File: config.mk
export PLATFORM = sky130hd
export DESIGN_NAME = bam_lookup
export DESIGN_NICKNAME = d
export VERILOG_FILES = /design/src/rtl/core/bam_pkg.sv /design/src/rtl/core/bam_lookup.sv
export SDC_FILE = /design/constraint.sdc
export NUM_CORES = 1
export LEC_CHECK = 0
export ABC_AREA = 1
export BUFFER_PORTS_ARGS = -buffer_cell sky130_fd_sc_hd__buf_2
export CAP_MARGIN = 40
export CORE_MARGIN = 10
export CORE_UTILIZATION = 44
export DETAILED_ROUTE_END_ITERATION = 8
export GPL_TIMING_DRIVEN = 0
export PLACE_DENSITY = 0.87
export SYNTH_ARGS = -nofsm -noshare
export SYNTH_HDL_FRONTEND = slang
export SYNTH_SLANG_ARGS = --single-unit
File: constraint.sdc
create_clock -name vclk -period 1.2
set_input_delay 0.06 -clock vclk [all_inputs]
set_output_delay 0.06 -clock vclk [all_outputs]
set_load 0.05 [all_outputs]
File: src/rtl/core/bam_pkg.sv
`timescale 1ns / 1ps
// ----------------------------------------------------------------------------
// bam_pkg
// shared types and constants of the led matrix modulation driver
// ----------------------------------------------------------------------------
package bam_pkg;

	localparam int unsigned NumTables   = 2;
	localparam int unsigned TableDepth  = 8;
	localparam int unsigned TapBit      = 3;
	localparam logic [3:0]  StepReset   = 4'd4;

	localparam logic CmdPixel    = 1'b0;
	localparam logic CmdFrameEnd = 1'b1;

	typedef logic [7:0] byte_t;
	typedef logic [2:0] idx_t;
	typedef logic [3:0] step_t;
	typedef logic [31:0] count_t;
	typedef byte_t table_t [TableDepth];

	// reset contents of the two modulation tables
	localparam byte_t TableInit [NumTables][TableDepth] = '{
		'{8'h00, 8'h80, 8'h88, 8'h91, 8'hA4, 8'hAA, 8'hEE, 8'hFF},
		'{8'h00, 8'h80, 8'h88, 8'h24, 8'hA4, 8'hAA, 8'hEE, 8'hFF}
	};

	typedef struct packed {
		logic  command;
		byte_t pixel_color;
	} in_item_t;

	typedef struct packed {
		logic   blue_bit;
		logic   green_bit;
		logic   red_bit;
		logic   latch_pulse;
		count_t frame_number;
	} out_item_t;

	// update strobes from the pipeline to the state block
	typedef struct packed {
		logic advance;
		logic frame_end;
	} state_ctl_t;

endpackage

File: src/rtl/core/bam_lookup.sv
`timescale 1ns / 1ps
// ----------------------------------------------------------------------------
// bam_lookup
// maps one command to its serial bits, latch and frame number
// ----------------------------------------------------------------------------
module bam_lookup
	import bam_pkg::*;
(
	input  in_item_t  item,
	input  byte_t     taps,
	input  count_t    frame_count,
	output out_item_t res
);

	idx_t red_idx;
	idx_t green_idx;
	idx_t blue_idx;

	assign red_idx   = item.pixel_color[2:0];
	assign green_idx = item.pixel_color[5:3];
	assign blue_idx  = {item.pixel_color[7:6], 1'b0};

	always_comb begin
		res = '0;
		case (item.command)
			CmdFrameEnd: begin
				res.latch_pulse  = 1'b1;
				res.frame_number = frame_count + 32'd1;
			end
			default: begin
				res.blue_bit     = taps[blue_idx];
				res.green_bit    = taps[green_idx];
				res.red_bit      = taps[red_idx];
				res.frame_number = frame_count;
			end
		endcase
	end

endmodule

; ---- Yosys cells after proc, flatten, opt, wreduce, memory -nomap -nowiden
; Cells that the tools add are included.
[op_classes]
addsub = 1
order_cmp = 3
mux = 9
[ops]
columns = op, count
row1 = $add 32x1->32 const B, 1
row2 = $mux 32, 1
row3 = $lt 3x4->1 const B, 3
row4 = $bmux 1 s3, 2
row5 = $mux 1, 4
row6 = $mux 3, 1
row7 = $bmux 1 s2, 1
[word_totals]
ff_bits = 0
output_inout_bits = 36

; ---- Logic depth before layout (Yosys ltp)
[logic_depth]
word_depth = 3
ltp_mapped = 9
mapped_depth_nobuf = 8

; ---- Least setup slack after synthesis
; No wires, ideal clock.
[synth_timing]
path_type = input-to-output
from = input port frame_count[0]
to = output port res[18] (netlist bit)
arrival_ns = 1.578
path_slack_ns = -0.438
cell_stages = 5
path_buffers = 0
path_cell_list = ha_1 nand3_1 nor3_4 nand2_1 xnor2_1
[synth_lines]
columns = item, line_no
row1 = from (decl), bam_lookup.sv:11  ; input count_t frame_count,
row2 = to (decl), bam_lookup.sv:12  ; output out_item_t res

==> results.json <==
{
  "path_max_fanout": 4,
  "rsz0062_at_grt": "yes",
  "routed_via_density": 6.49,
  "ys_top_cells_by_area": "nand2_1 (23%), inv_1 (12%), nor2_1 (8.0%), xor2_1 (7.2%), nand3_1 (6.6%)",
  "synth_common_cells": "nand2_1 (74), inv_1 (39), nor2_1 (26), nand3_1 (16)",
  "cp-start-kind": "input pin",
  "drtAntennaViolNets": 0,
  "die_w_um": 72.6,
  "antenna_found_initial": 0,
  "drv_cap": 0,
  "synth_top_family_by_area": "simple AND/OR/NAND/NOR gates",
  "firstDrtPassIters": 8,
  "register_area_um2": 0,
  "synth_fp_nets": 287,
  "hold_ws_ns": 0.464,
  "drt_first_iter_violations": 371,
  "routed_wl_um": 9070,
  "vias": 2375,
  "dp_hpwl_um": 3870,
  "worst_ir_drop_vdd_mv": 0.502,
  "die_h_um": 72.6,
  "met1_length_um": 2720,
  "leakage_nw": 1.24,
  "synth_adder_area_share_pct": 1.03,
  "clock.fmax_mhz": 696,
  "n_fill_cell": 95,
  "rows": 19,
  "slowest_delay_ns": 0.37,
  "postSynthAreaPerCell_um2": 5.14,
  "wl_per_cell_um": 24.8,
  "synth_seq_area_share_pct": 0,
  "min_period_ns": 1.44,
  "grt-ovfl-total": 0,
  "slew_headroom_pct": 69.4,
  "arrival_ns": 1.38,
  "finalMaxSlewViolations": 0,
  "cp-end-kind": "primary output",
  "core_area_um2": 2710,
  "grt_pass1_vias": 1908,
  "clkbuf_count": 0,
  "yosys.area.top_type": "nand2_1",
  "power.density_nw_per_um2": 397,
  "synth-xor-area-share_pct": 13.7,
  "slowest_stage": "nor3_1",
  "nNetsFinal": 387,
  "die_area_um2": 5270,
  "synthSimpleGateAreaFrac_pct": 62.5,
  "status": "complete, but fails checks",
  "dr_wl_met2_um": 4300,
  "numPortBuffers": 85,
  "top_level_ports": 85,
  "worst_pin_slew_ns": 0.455,
  "gp_congestion": 0.862,
  "fin_cells": 366,
  "drc": 0,
  "wl_met3_um": 1260,
  "synth.most_common_cell": "nand2_1",
  "synth_warnings": 0,
  "crit_required_ns": 1.14,
  "dp_cells": 353,
  "nFlopsAndLatches": 0,
  "synth.distinct_cells": 24,
  "holdBufCountCts": 0,
  "synth_compound_area_share_pct": 9.25,
  "n_antenna_cell": 0,
  "worstSetupPathType": "in2out",
  "grt.total_usage_pct": 18.7,
  "crit_chain": "buf_4 > nand2_4 > nor2_4 > inv_2 > nor3_1 > nand3b_1 > nand2_1 > buf_6",
  "fin_ws_ns": -0.237,
  "grt_pass1_wl_um": 8540,
  "min_period_over_period_pct": 120,
  "setup-violations-final": 24,
  "violations": "negative setup slack",
  "synth_top_area_share_pct": 22.8,
  "worstHoldPathType": "in2out",
  "top_layer_used": "met4",
  "layout-drive-gt1-share_pct": 57.3,
  "syn-cell-area_um2": 1220,
  "syn_to_final_growth_pct": 108,
  "hold_viol": 0,
  "synthCells": 237,
  "pre_cts_slack_ns": -0.499,
  "start_util_pct": 44.9,
  "synthMuxAreaShare_pct": 0,
  "grt_max_degree": 10
}
-- cell families after synthesis --
| logic type | after synthesis |
|---|---|
| and+or+nand+nor | 155 |
| buffers and inverters | 41 |
| AOI/OAI and AO/OA | 21 |
| xor gates and xnor gates | 19 |
| adders and majority gates | 1 |
-- cell usage in the layout (no fill, tap or decap), types with 11 or more instances in the layout --
master | synthesis | layout
buf_2 | 0 | 40
buf_4 | 1 | 28
buf_6 | 1 | 18
buf_8 | 0 | 11
inv_1 | 39 | 36
nand2_1 | 74 | 44
nand2_2 | 6 | 26
nand3_1 | 16 | 13
nor2_4 | 6 | 20
-- metal layers --
metal | vias up | global-route usage (%)
li1 | 940 | -
met1 | 1058 | 20.5
met2 | 271 | 37.3
met3 | 106 | 2.99
met4 | 0 | 1.48
met5 | - | 0
-- per-stage QoR --
| step | TNS, ns | power, mW | instance area [um2] | util (%) |
|---|---|---|---|---|
| 2_1_floorplan | -0.399 | 0.470 | 1390 | - |
| 3_3_place_gp | -4.29 | 0.707 | 1850 | 68.3 |
| 3_5_place_dp | -4.73 | 0.717 | 1850 | 68.3 |
| 4_1_cts | -0.153 | 0.815 | 2190 | 81.0 |
| 5_1_grt | -3.24 | 1.04 | 2540 | 93.6 |
| 6_report | -2.42 | 1.01 | 2540 | 93.6 |
-- worst max-delay path: cells and delay by family --
kind	cells	cell delay, ns
simple gates	5	0.95
buf+inv	3	0.37
-- path summary, 6_finish.rpt --
kind,start,end,slack (ns),cells after the start
worst max-delay path,frame_count[19],res[27],-0.24,8
worst min-delay path,frame_count[5],res[5],0.46,3
-- layout make-up --
class | instances | area [um2] | area share (%)
plain buffers | 2 | 22.5 | 0.888
inverters | 39 | 154 | 6.07
multi-input cells | 196 | 1510 | 59.4
well taps | 31 | 38.8 | 1.53
repair buffers | 98 | 816 | 32.1
-- power by group --
part,switching [mW],internal [mW]
Sequential,0,0
Combinational,0.662,0.347
Clock,0,0
Total,0.662,0.347
-- repair_timing --
item	4_1_cts	5_1_grt
cloned	0	1
pin swaps	20	47
hold endpoints to repair	0	0
endpoints found under the setup margin	24	26
resized for setup	79	101
buffers inserted	9	3
No activity file was read; power rests on OpenSTA's default activity.
