==> src/rtl/core/bam_pkg.sv <==
`timescale 1ns / 1ps
// ----------------------------------------------------------------------------
// bam_pkg
// shared types and constants of the led matrix modulation driver
// ----------------------------------------------------------------------------
package bam_pkg;

	localparam int unsigned NumTables   = 2;
	localparam int unsigned TableDepth  = 8;
	localparam int unsigned TapBit      = 3;
	localparam logic [3:0]  StepReset   = 4'd4;

	localparam logic CmdPixel    = 1'b0;
	localparam logic CmdFrameEnd = 1'b1;

	typedef logic [7:0] byte_t;
	typedef logic [2:0] idx_t;
	typedef logic [3:0] step_t;
	typedef logic [31:0] count_t;
	typedef byte_t table_t [TableDepth];

	// reset contents of the two modulation tables
	localparam byte_t TableInit [NumTables][TableDepth] = '{
		'{8'h00, 8'h80, 8'h88, 8'h91, 8'hA4, 8'hAA, 8'hEE, 8'hFF},
		'{8'h00, 8'h80, 8'h88, 8'h24, 8'hA4, 8'hAA, 8'hEE, 8'hFF}
	};

	typedef struct packed {
		logic  command;
		byte_t pixel_color;
	} in_item_t;

	typedef struct packed {
		logic   blue_bit;
		logic   green_bit;
		logic   red_bit;
		logic   latch_pulse;
		count_t frame_number;
	} out_item_t;

	// update strobes from the pipeline to the state block
	typedef struct packed {
		logic advance;
		logic frame_end;
	} state_ctl_t;

endpackage

==> src/rtl/core/bam_state.sv <==
`timescale 1ns / 1ps
// ----------------------------------------------------------------------------
// bam_state
// modulation tables, phase step and frame counter
// ----------------------------------------------------------------------------
module bam_state
	import bam_pkg::*;
(
	input  logic       clk,
	input  logic       arst_n,
	input  state_ctl_t ctl,
	output byte_t      taps,
	output count_t     frame_count
);

	byte_t  tab_q [NumTables][TableDepth];
	step_t  step_q;
	count_t count_q;
	logic   cur_sel;

	assign cur_sel = step_q[3];

	// bit 3 of every byte of the current table
	always_comb begin
		for (int i = 0; i < TableDepth; i++) begin
			taps[i] = tab_q[cur_sel][i][TapBit];
		end
	end

	assign frame_count = count_q;

	always_ff @(posedge clk or negedge arst_n) begin
		if (!arst_n) begin
			tab_q   <= TableInit;
			step_q  <= StepReset;
			count_q <= '0;
		end else if (ctl.advance && ctl.frame_end) begin
			// rotate each byte of the current table left by one bit
			for (int i = 0; i < TableDepth; i++) begin
				tab_q[cur_sel][i] <= {tab_q[cur_sel][i][6:0], tab_q[cur_sel][i][7]};
			end
			step_q  <= step_q + 4'd1;
			count_q <= count_q + 32'd1;
		end
	end

endmodule

==> config.mk <==
export PLATFORM = sky130hd
export DESIGN_NAME = bam_state
export DESIGN_NICKNAME = d
export VERILOG_FILES = /design/src/rtl/core/bam_pkg.sv /design/src/rtl/core/bam_state.sv
export SDC_FILE = /design/constraint.sdc
export NUM_CORES = 1
export LEC_CHECK = 0
export BUFFER_PORTS_ARGS = -buffer_cell sky130_fd_sc_hd__buf_2
export CAP_MARGIN = 40
export CORE_ASPECT_RATIO = 1.4
export CORE_MARGIN = 2
export CORE_UTILIZATION = 60
export CTS_CLUSTER_DIAMETER = 150
export CTS_CLUSTER_SIZE = 12
export DETAILED_ROUTE_END_ITERATION = 6
export PLACE_DENSITY = 0.79
export SLEW_MARGIN = 20
export SYNTH_ARGS = -nofsm -noshare
export SYNTH_HDL_FRONTEND = slang
export SYNTH_SLANG_ARGS = --single-unit
==> constraint.sdc <==
create_clock -name clk -period 1.58 [get_ports clk]
set_clock_uncertainty 0.05 [all_clocks]
set_input_delay 0.079 -clock clk [delete_from_list [all_inputs] [get_ports clk]]
set_output_delay 0.079 -clock clk [all_outputs]
set_load 0.05 [all_outputs]
; After elaboration in Yosys (flattened, before gate mapping)
; Index checks and enable logic that the tools add are counted.
[classes]
n_addsub = 2
n_lt_le_gt_ge = 2
muxes = 27
n_bitwise = 1
n_reduce_logical = 2
[op_table]
columns = operator, n
row1 = $bwmux W128, 8
row2 = $demux W64 S1, 8
row3 = $mux W64, 4
row4 = $mux W56, 1
row5 = $mux W48, 1
row6 = $mux W40, 1
row7 = $add A32 B1 Y32 const B, 1
row8 = $mux W32, 1
row9 = $mux W24, 1
row10 = $mux W16, 1
row11 = $mux W8, 1
row12 = $add A4 B1 Y4 const B, 1
row13 = $ge A2 B2 Y1 const B, 1
row14 = $logic_and A1 B1 Y1, 2
row15 = $lt A2 B1 Y1 const B, 1
row16 = $not A1 Y2, 1
[word_totals]
reg_bits = 164
input_bits = 4
out_inout_bits = 40
word_cells = 52

; Longest topological paths before layout
; Gate-level depths: netlist (run 1).
[logic_depth]
ltp_word = 13
depth_mapped = 6
depth_no_buf = 5

; Worst setup path after synthesis (run 1)
; Ideal clock, no wire load.
[synth_timing]
path_type = reg2reg
startpoint = reg count_q[6] (netlist: frame_count[6])
endpoint = reg count_q[24] (netlist: frame_count[24])
setup_ps = 143
t_arrival_ps = 1686
t_required_ps = 1387
slack_ps = -299
stages_incl_launch_ff = 5
n_path_buf = 0
synth_period_minus_slack_ps = 1879
path_cell_list = dfrtp_1 > nand3_2 > nor4_4 > nand4_1 > xnor2_1
[synth_via]
elab_chain_len = 1
[synth_lines]
columns = element, line_no
row1 = start: declaration, bam_state.sv:18  ; count_t count_q;
row2 = start signal: assignment, bam_state.sv:43  ; count_q <= count_q + 32'd1;
row3 = $add A32 B1 Y32, bam_state.sv:43
; No other way between the ends.
; A chain may end at the register's enable or synchronous reset.

; Final worst setup path (run 1)
[layout_timing]
startpoint = reg step_q[3]
endpoint = out taps[6]
[layout_via]
elab_chain_len = 4
[layout_lines]
columns = element, line_no
row1 = start: declaration, bam_state.sv:17  ; step_t step_q;
row2 = start signal: assignment, bam_state.sv:35  ; step_q <= StepReset;
row3 = start signal: assignment, bam_state.sv:42  ; step_q <= step_q + 4'd1;
row4 = $not A1 Y2 (implied by the code), bam_state.sv:26  ; taps[i] = tab_q[cur_sel][i][TapBit];
row5 = $mux W64 (3 in a row), n/a
row6 = end: declaration, bam_state.sv:12  ; output byte_t taps,
; No other way between the ends. The select of a mux whose other input is x is not followed.

==> metrics, run 1 <==
outcome=complete, but fails checks; failing checks=setup timing; FILL cells=653; slowest cell delay on critical path=0.42 ns; largest net degree at the start of global routing=47; Core ar.=10800 um2; Internal=7.41 mW; peak supply drop=854 uV; top achievable clock speed=628 MHz; clock tree sinks=164; RSZ-0062 raised after global routing=yes; Synth Register Bits=164; Slew @ Worst Pin=0.421 ns; data arrival time of the worst path=1.46 ns; 1st-iter DRT viols=118; first-pass GRT wire length=18100 um; hold_ws=0.0388 ns; commonest cells after routing, fill and taps aside=mux2_1, dfrtp_1, dfstp_2; Crit Path Class=flip-flop to output port; Setup Viol. Count Final=7; DP HPWL=6690 um; max-slew violation total from the final report=0; area share of the leading cell type in the synthesized netlist=42.0%; # IOs=44; clock period minus worst slack=1.59 ns; CTS Buf Count=17; cells after synthesis=419; CTS tree=yes; Inst Count DP=604; CTS root buffer=clkbuf_16; initial antenna violation count=0; Netlist cell types=27; global route total overflow=0; Synth-to-Final Area Change=22.4%; gpl congestion=0.792; Worst-Skew Late Latency=0.42 ns; Logic pwr share=12.1%; syn_nets=425; cell accounting for the most synthesized area=dfrtp_1; Port Buffers=43; Die H=128 um; Post-Route WL=10800 um; crit path max fanout=5; ant diodes=0; Lkg Pwr=3.98 nW; YS warnings=0; Die Width=92.3 um; vias in the first global route=3730; Antenna Nets Post-Route=0; Placement Cell Area=7140 um2; Avg Cell Area, Syn=15.6 um2; std cell rows=45; Worst Setup Start Kind=flip-flop; CP required=1.45 ns; cell area after layout=8020 um2; main area contributors after synthesis=dfrtp_1, dfstp_2, mux2_1; Flop pwr share=45.5%; final worst-path cycle share=101%; PnR worst setup slack=-0.0133 ns; critical path, cell by cell=buf_6 -> mux2_4 -> buf_8; Max H-tree Level=4; clock power share=42.4%; Sw Share=25.0%; layout cells sized above 1=40.5%; average vias per placed instance=5.38; switching pwr=2.46 mW; # nets final=502; Initial Utilization=61.0%; slowest CP cell=dfrtp_1; sequential area share after synthesis=63.6%; die area=11800 um2; power density cells=1230 nW/um2; Max Cap Viol=0; number of detailed-route iterations in the first pass=4; GRT Total Usage=19.7%; fin cells=650; via count=3494; commonest non-fill, non-tap cell in the layout=mux2_1; max_slew headroom=72.0%; kind of end point of the critical path=output port; Clock transition at path regs=0.06 ns; Hold Crit Class=input pin to flip-flop; DRC violations left=0; Synth Cell Area=6560 um2; WL/cell=16.5 um; Hold Vio Cnt, Final=0; Max clock buf depth=2; Core Util, Final=74.6%
-- per-stage QoR --
step                setup TNS [ns]  total power [mW]  setup WS [ns]
floorplan                   -0.296              5.28        -0.0537
global placement                 0              5.58         0.0863
detailed placement               0              5.62         0.0110
CTS                        -0.0967              9.87        -0.0286
global route                -0.423              10.3        -0.0577
finish                     -0.0596              9.88        -0.0133
-- synth_stat cells (all sizes together) --
cell type and number:
and2 4, xnor2 30, and4 3, mux2 136, nand4 19, nor3 3
and3 6, nor2 4, xor2 4, dfrtp 110, nand2b 1, dfstp 54
nor4 1, inv 1, ha 2, nand2 14, nand3 11, buf 16
-- sequential cells by signal (all words and copies together), names as in the netlist --
register / flops
tab_q: 128
frame_count: 32
step_q: 4
-- timing repair --
item                                    4_1_cts  5_1_grt
hold buffers                                  3        0
pin swaps                                     1        3
buffers inserted                              1       10
endpoints found under the hold margin       137        0
resized for setup                            17       23
endpoints found under the setup margin       10       35
-- power by group through the flow --
stage	combinational (mW)	sequential, mW	clock, mW
3_3_place_gp	1.03	4.55	0
4_1_cts	1.12	4.49	4.27
2_1_floorplan	0.541	4.74	0
3_5_place_dp	1.05	4.56	0
6_report	1.19	4.49	4.19
5_1_grt	1.29	4.51	4.45
-- area by class of cell --
cell class,instances,area [um2],share of cell area (%)
Inverter,1,3.75,0.0468
Clock buffer,19,454,5.66
Clock inverter,13,158,1.97
Sequential cell,164,4200,52.3
Multi-Input combinational cell,238,2370,29.5
Timing Repair Buffer,74,666,8.30
Tap cell,141,176,2.20
-- per-layer routing --
metal / part of all wire (%) / global-route usage (%) / routed length [um]
met1: 42 / 24.7 / 4460
met2: 53 / 32.7 / 5650
met3: 4.4 / 6.11 / 473
met4: 1.5 / 6.85 / 163
met5: 0 / 0 / 0
-- logic make-up (layout without fill, tap and decap cells) --
family                     after synthesis  after routing  share of synthesized area, %
adders and majority gates                2              2                         0.382
xor gates and xnor gates                34             34                          4.54
muxes                                  136            136                          23.4
and+or+nand+nor                         66             66                          6.18
buffers and inverters                   17            107                          1.89
DFF                                    164            164                          63.6
-- worst max-delay path: cells and delay by family (launching register included) --
| family | cells | cell delay (ns) |
|---|---|---|
| multiplexers | 1 | 0.31 |
| flip-flops | 1 | 0.42 |
| buffers and inverters | 2 | 0.31 |
-- path summary, 6_finish.rpt --
path | startpoint | slack (ns) | end | cells past startpoint
max in group asynchronous | arst_n | 0.73 | tab_q[21] | 3
setup / recovery | step_q[3] | -0.01 | taps[6] | 3
setup reg to reg | frame_count[1] | 0.05 | frame_count[2] | 4
hold reg to reg | tab_q[30] | 0.43 | tab_q[30] | 1
hold / removal | ctl[1] | 0.04 | step_q[0] | 3
min in group asynchronous | arst_n | 0.11 | tab_q[8] | 2
Note: power is estimated with default switching activity, not from simulation.
==> inputs of run 2 (changes only) <==
- ABC_AREA: not set -> 1
- CORE_ASPECT_RATIO: 1.4 -> not set
- GPL_ROUTABILITY_DRIVEN: not set -> 0
==> run 2 against run 1 <==
The run now ends clean. Area after synthesis rose by 8.0%. Combinational power rose to 3.3 times the previous value. Total power rose by 53%. Register-to-register slack improved by 0.04 ns. Global-route usage rose by 2.8 points. Flip-flop and latch count did not move. Cell count rose by 44%. Maximum frequency rose by 3.7%. Count of clock-buffer cells in the layout rose by 4. First-iteration DRC count rose to 3.9 times the previous value. Core utilization fell by 2.9 points. Sequential power rose by 58%. Largest power group unchanged.
==> metrics, run 2 <==
grt met2 use=35.0%; Synth Cell Area=7080 um2; RSZ-0062 raised after global routing=yes; Worst Setup Start Kind=flip-flop; Core ar.=11500 um2; multi-input logic area=2510 um2; Flop pwr share=46.9%; Hold Startpoint=ctl[1]; Hold Crit Class=input pin to flip-flop; largest net degree at the start of global routing=50; global route total overflow=0; Synth-to-Final Area Change=16.2%; crit path max fanout=17; critical path, cell by cell=buf_8 -> o21ai_0 -> buf_4; Worst-Skew Late Latency=0.42 ns; syn_nets=733; clock power share=27.1%; cell accounting for the most synthesized area=dfrtp_1; DP HPWL=8600 um; sequential area share after synthesis=58.9%; switching pwr=4.76 mW; commonest cells in the netlist=nand2_1, dfrtp_1, inv_1; Initial Utilization=61.7%; top achievable clock speed=651 MHz; slowest CP cell=dfrtp_1; kind of end point of the critical path=output port; final worst-path cycle share=97.3%; number of cells on the worst hold path=4; Register Area=4190 um2; Setup Viol. Count Final=0; Netlist cell types=29; WL/cell=14.1 um; max_slew headroom=71.8%; std cell rows=39; Hold Vio Cnt, Final=0; commonest cells after routing, fill and taps aside=nand2_1, dfrtp_1, inv_1; cell depth of the worst flop-to-flop path=9; Max H-tree Level=4; met3 Use GR=5.51%; hold_ws=0.0355 ns; Clock transition at path regs=0.06 ns; Min-Delay Endpoint=frame_count[1]; worst reg2reg setup slack=0.09 ns; worst reg2reg path endpoint=frame_count[22]; CTS tree=yes; number of flip-flops in the largest register=128; peak supply drop=1490 uV; pre-CTS WS=0.0943 ns; clock period minus worst slack=1.54 ns; Antenna Nets Post-Route=0; YS warnings=0; DRC violations left=0; Sw Share=31.5%; most flop-heavy register=tab_q; Core Util, Final=71.7%; Slew @ Worst Pin=0.423 ns; vias in the first global route=4740; FILL cells=797; average vias per placed instance=5.17; CP top delay family=flip-flops; FF-to-FF Start=frame_count[0]; CTS root buffer=clkbuf_16; outcome=complete, no violations; commonest non-fill, non-tap cell in the layout=nand2_1; gr busiest metal=met2; cells after synthesis=727; Post-Route WL=13200 um; ys flop type=dfrtp_1; slowest cell delay on critical path=0.42 ns; Port Buffers=43; # IOs=44; clock tree sinks=164; M1 GR Usage=31.4%; main area contributors after synthesis=dfrtp_1, dfstp_2, nand2_1; Max clock buf depth=2; die area=12700 um2; ys async rst share=100%; CP required=1.45 ns; cell area after layout=8230 um2; CP bufs+invs=2; first-pass GRT wire length=22800 um; Die Width=113 um; layout cells sized above 1=27.5%; PnR worst setup slack=0.0429 ns; area share of the leading cell type in the synthesized netlist=38.9%; Max Cap Viol=0; data arrival time of the worst path=1.41 ns; Die H=113 um; Lkg Pwr=4.13 nW; max-slew violation total from the final report=0; power density cells=1840 nW/um2; 1st-iter DRT viols=465; Crit Path Class=flip-flop to output port; Placement Cell Area=7530 um2; number of detailed-route iterations in the first pass=5; Avg Cell Area, Syn=9.74 um2; initial antenna violation count=0; via count=4849; Logic pwr share=26.1%; CTS Buf Count=17; GRT Total Usage=22.5%; ant diodes=0; most frequent cell after synthesis=nand2_1; Post-synth EDFFs=0; # nets final=788; Internal=10.3 mW; Synth Register Bits=164
[run 2: cell count changes after synthesis, moves of 10 or more]
cell	before	now
nand2_1	13	259
mux2_4	0	32
inv_1	1	60
xnor2_1	30	8
mux2_1	120	0
nor2_1	3	46
o21ai_1	0	10
o21ai_0	0	32
a21oi_1	0	16
nand3_1	10	23
mux2_2	16	0
[run 2: layout make-up]
cell class,count,area share [%]
clock inverter,9,1.22
multi-input combinational,474,30.5
sequential,164,51.0
clock buffer,23,6.05
tap,143,2.18
timing repair buffer,61,6.08
inverter,64,2.95
[run 2: power by group through the flow]
stage          clock, mW  sequential (mW)  combinational (mW)
2_1_floorplan          0             7.08                2.75
3_3_place_gp           0             7.01                3.54
3_5_place_dp           0             7.09                3.70
4_1_cts             4.14             7.07                3.86
5_1_grt             4.31             7.27                4.36
6_report            4.09             7.08                3.94
[run 2: worst max path at each step]
stage / slack (ns) / endpoint / startpoint / cells past startpoint
finish: 0.04 / taps[4] / step_q[3] / 3
global route: -0.01 / frame_count[28] / frame_count[0] / 10
CTS: 0.005 / taps[7] / step_q[3] / 3
detailed placement: 0.09 / frame_count[28] / frame_count[0] / 10
global placement: 0.13 / frame_count[28] / frame_count[0] / 10
floorplan: -0.35 / taps[2] / step_q[3] / 3
[run 2: tightest hold or removal path: stages]
cell and delay (ns):
buf_2 0.12, nand2_4 0.13, nand2_1 0.09, nand2_1 0.05
[run 2: cells by family (layout without fill, tap and decap cells)]
kind of cell,after synthesis,count (layout),share of synthesized area (%)
simple gates,361,361,21.2
flops,164,164,58.9
buf+inv,89,157,6.03
compound gates,59,59,4.21
mux,32,32,6.79
xor+xnor,20,20,2.47
fa+ha+maj,2,2,0.353
[run 2: what timing repair did]
| action | in CTS | in global routing |
|---|---|---|
| pin swaps | 0 | 4 |
| hold buffers | 1 | 0 |
| buffers inserted | 0 | 2 |
| endpoints found under the setup margin | 8 | 12 |
| hold endpoints to repair | 120 | 0 |
| resized for setup | 11 | 17 |
[run 2: metal layers]
metal | up-vias | share of wire [%] | wire length (um)
li1 | 2383 | - | -
met1 | 2341 | 45 | 5920
met2 | 107 | 50 | 6590
met3 | 18 | 4.3 | 571
met4 | 0 | 1.2 | 161
met5 | - | 0 | 0
[run 2: through the flow]
step,TNS (ns),power [mW],cells
after detailed placement,0,10.8,903
after floorplan,-1.85,9.83,727
final,0,15.1,938
after global placement,0,10.5,903
after global routing,-0.0142,15.9,938
after CTS,0,15.1,936
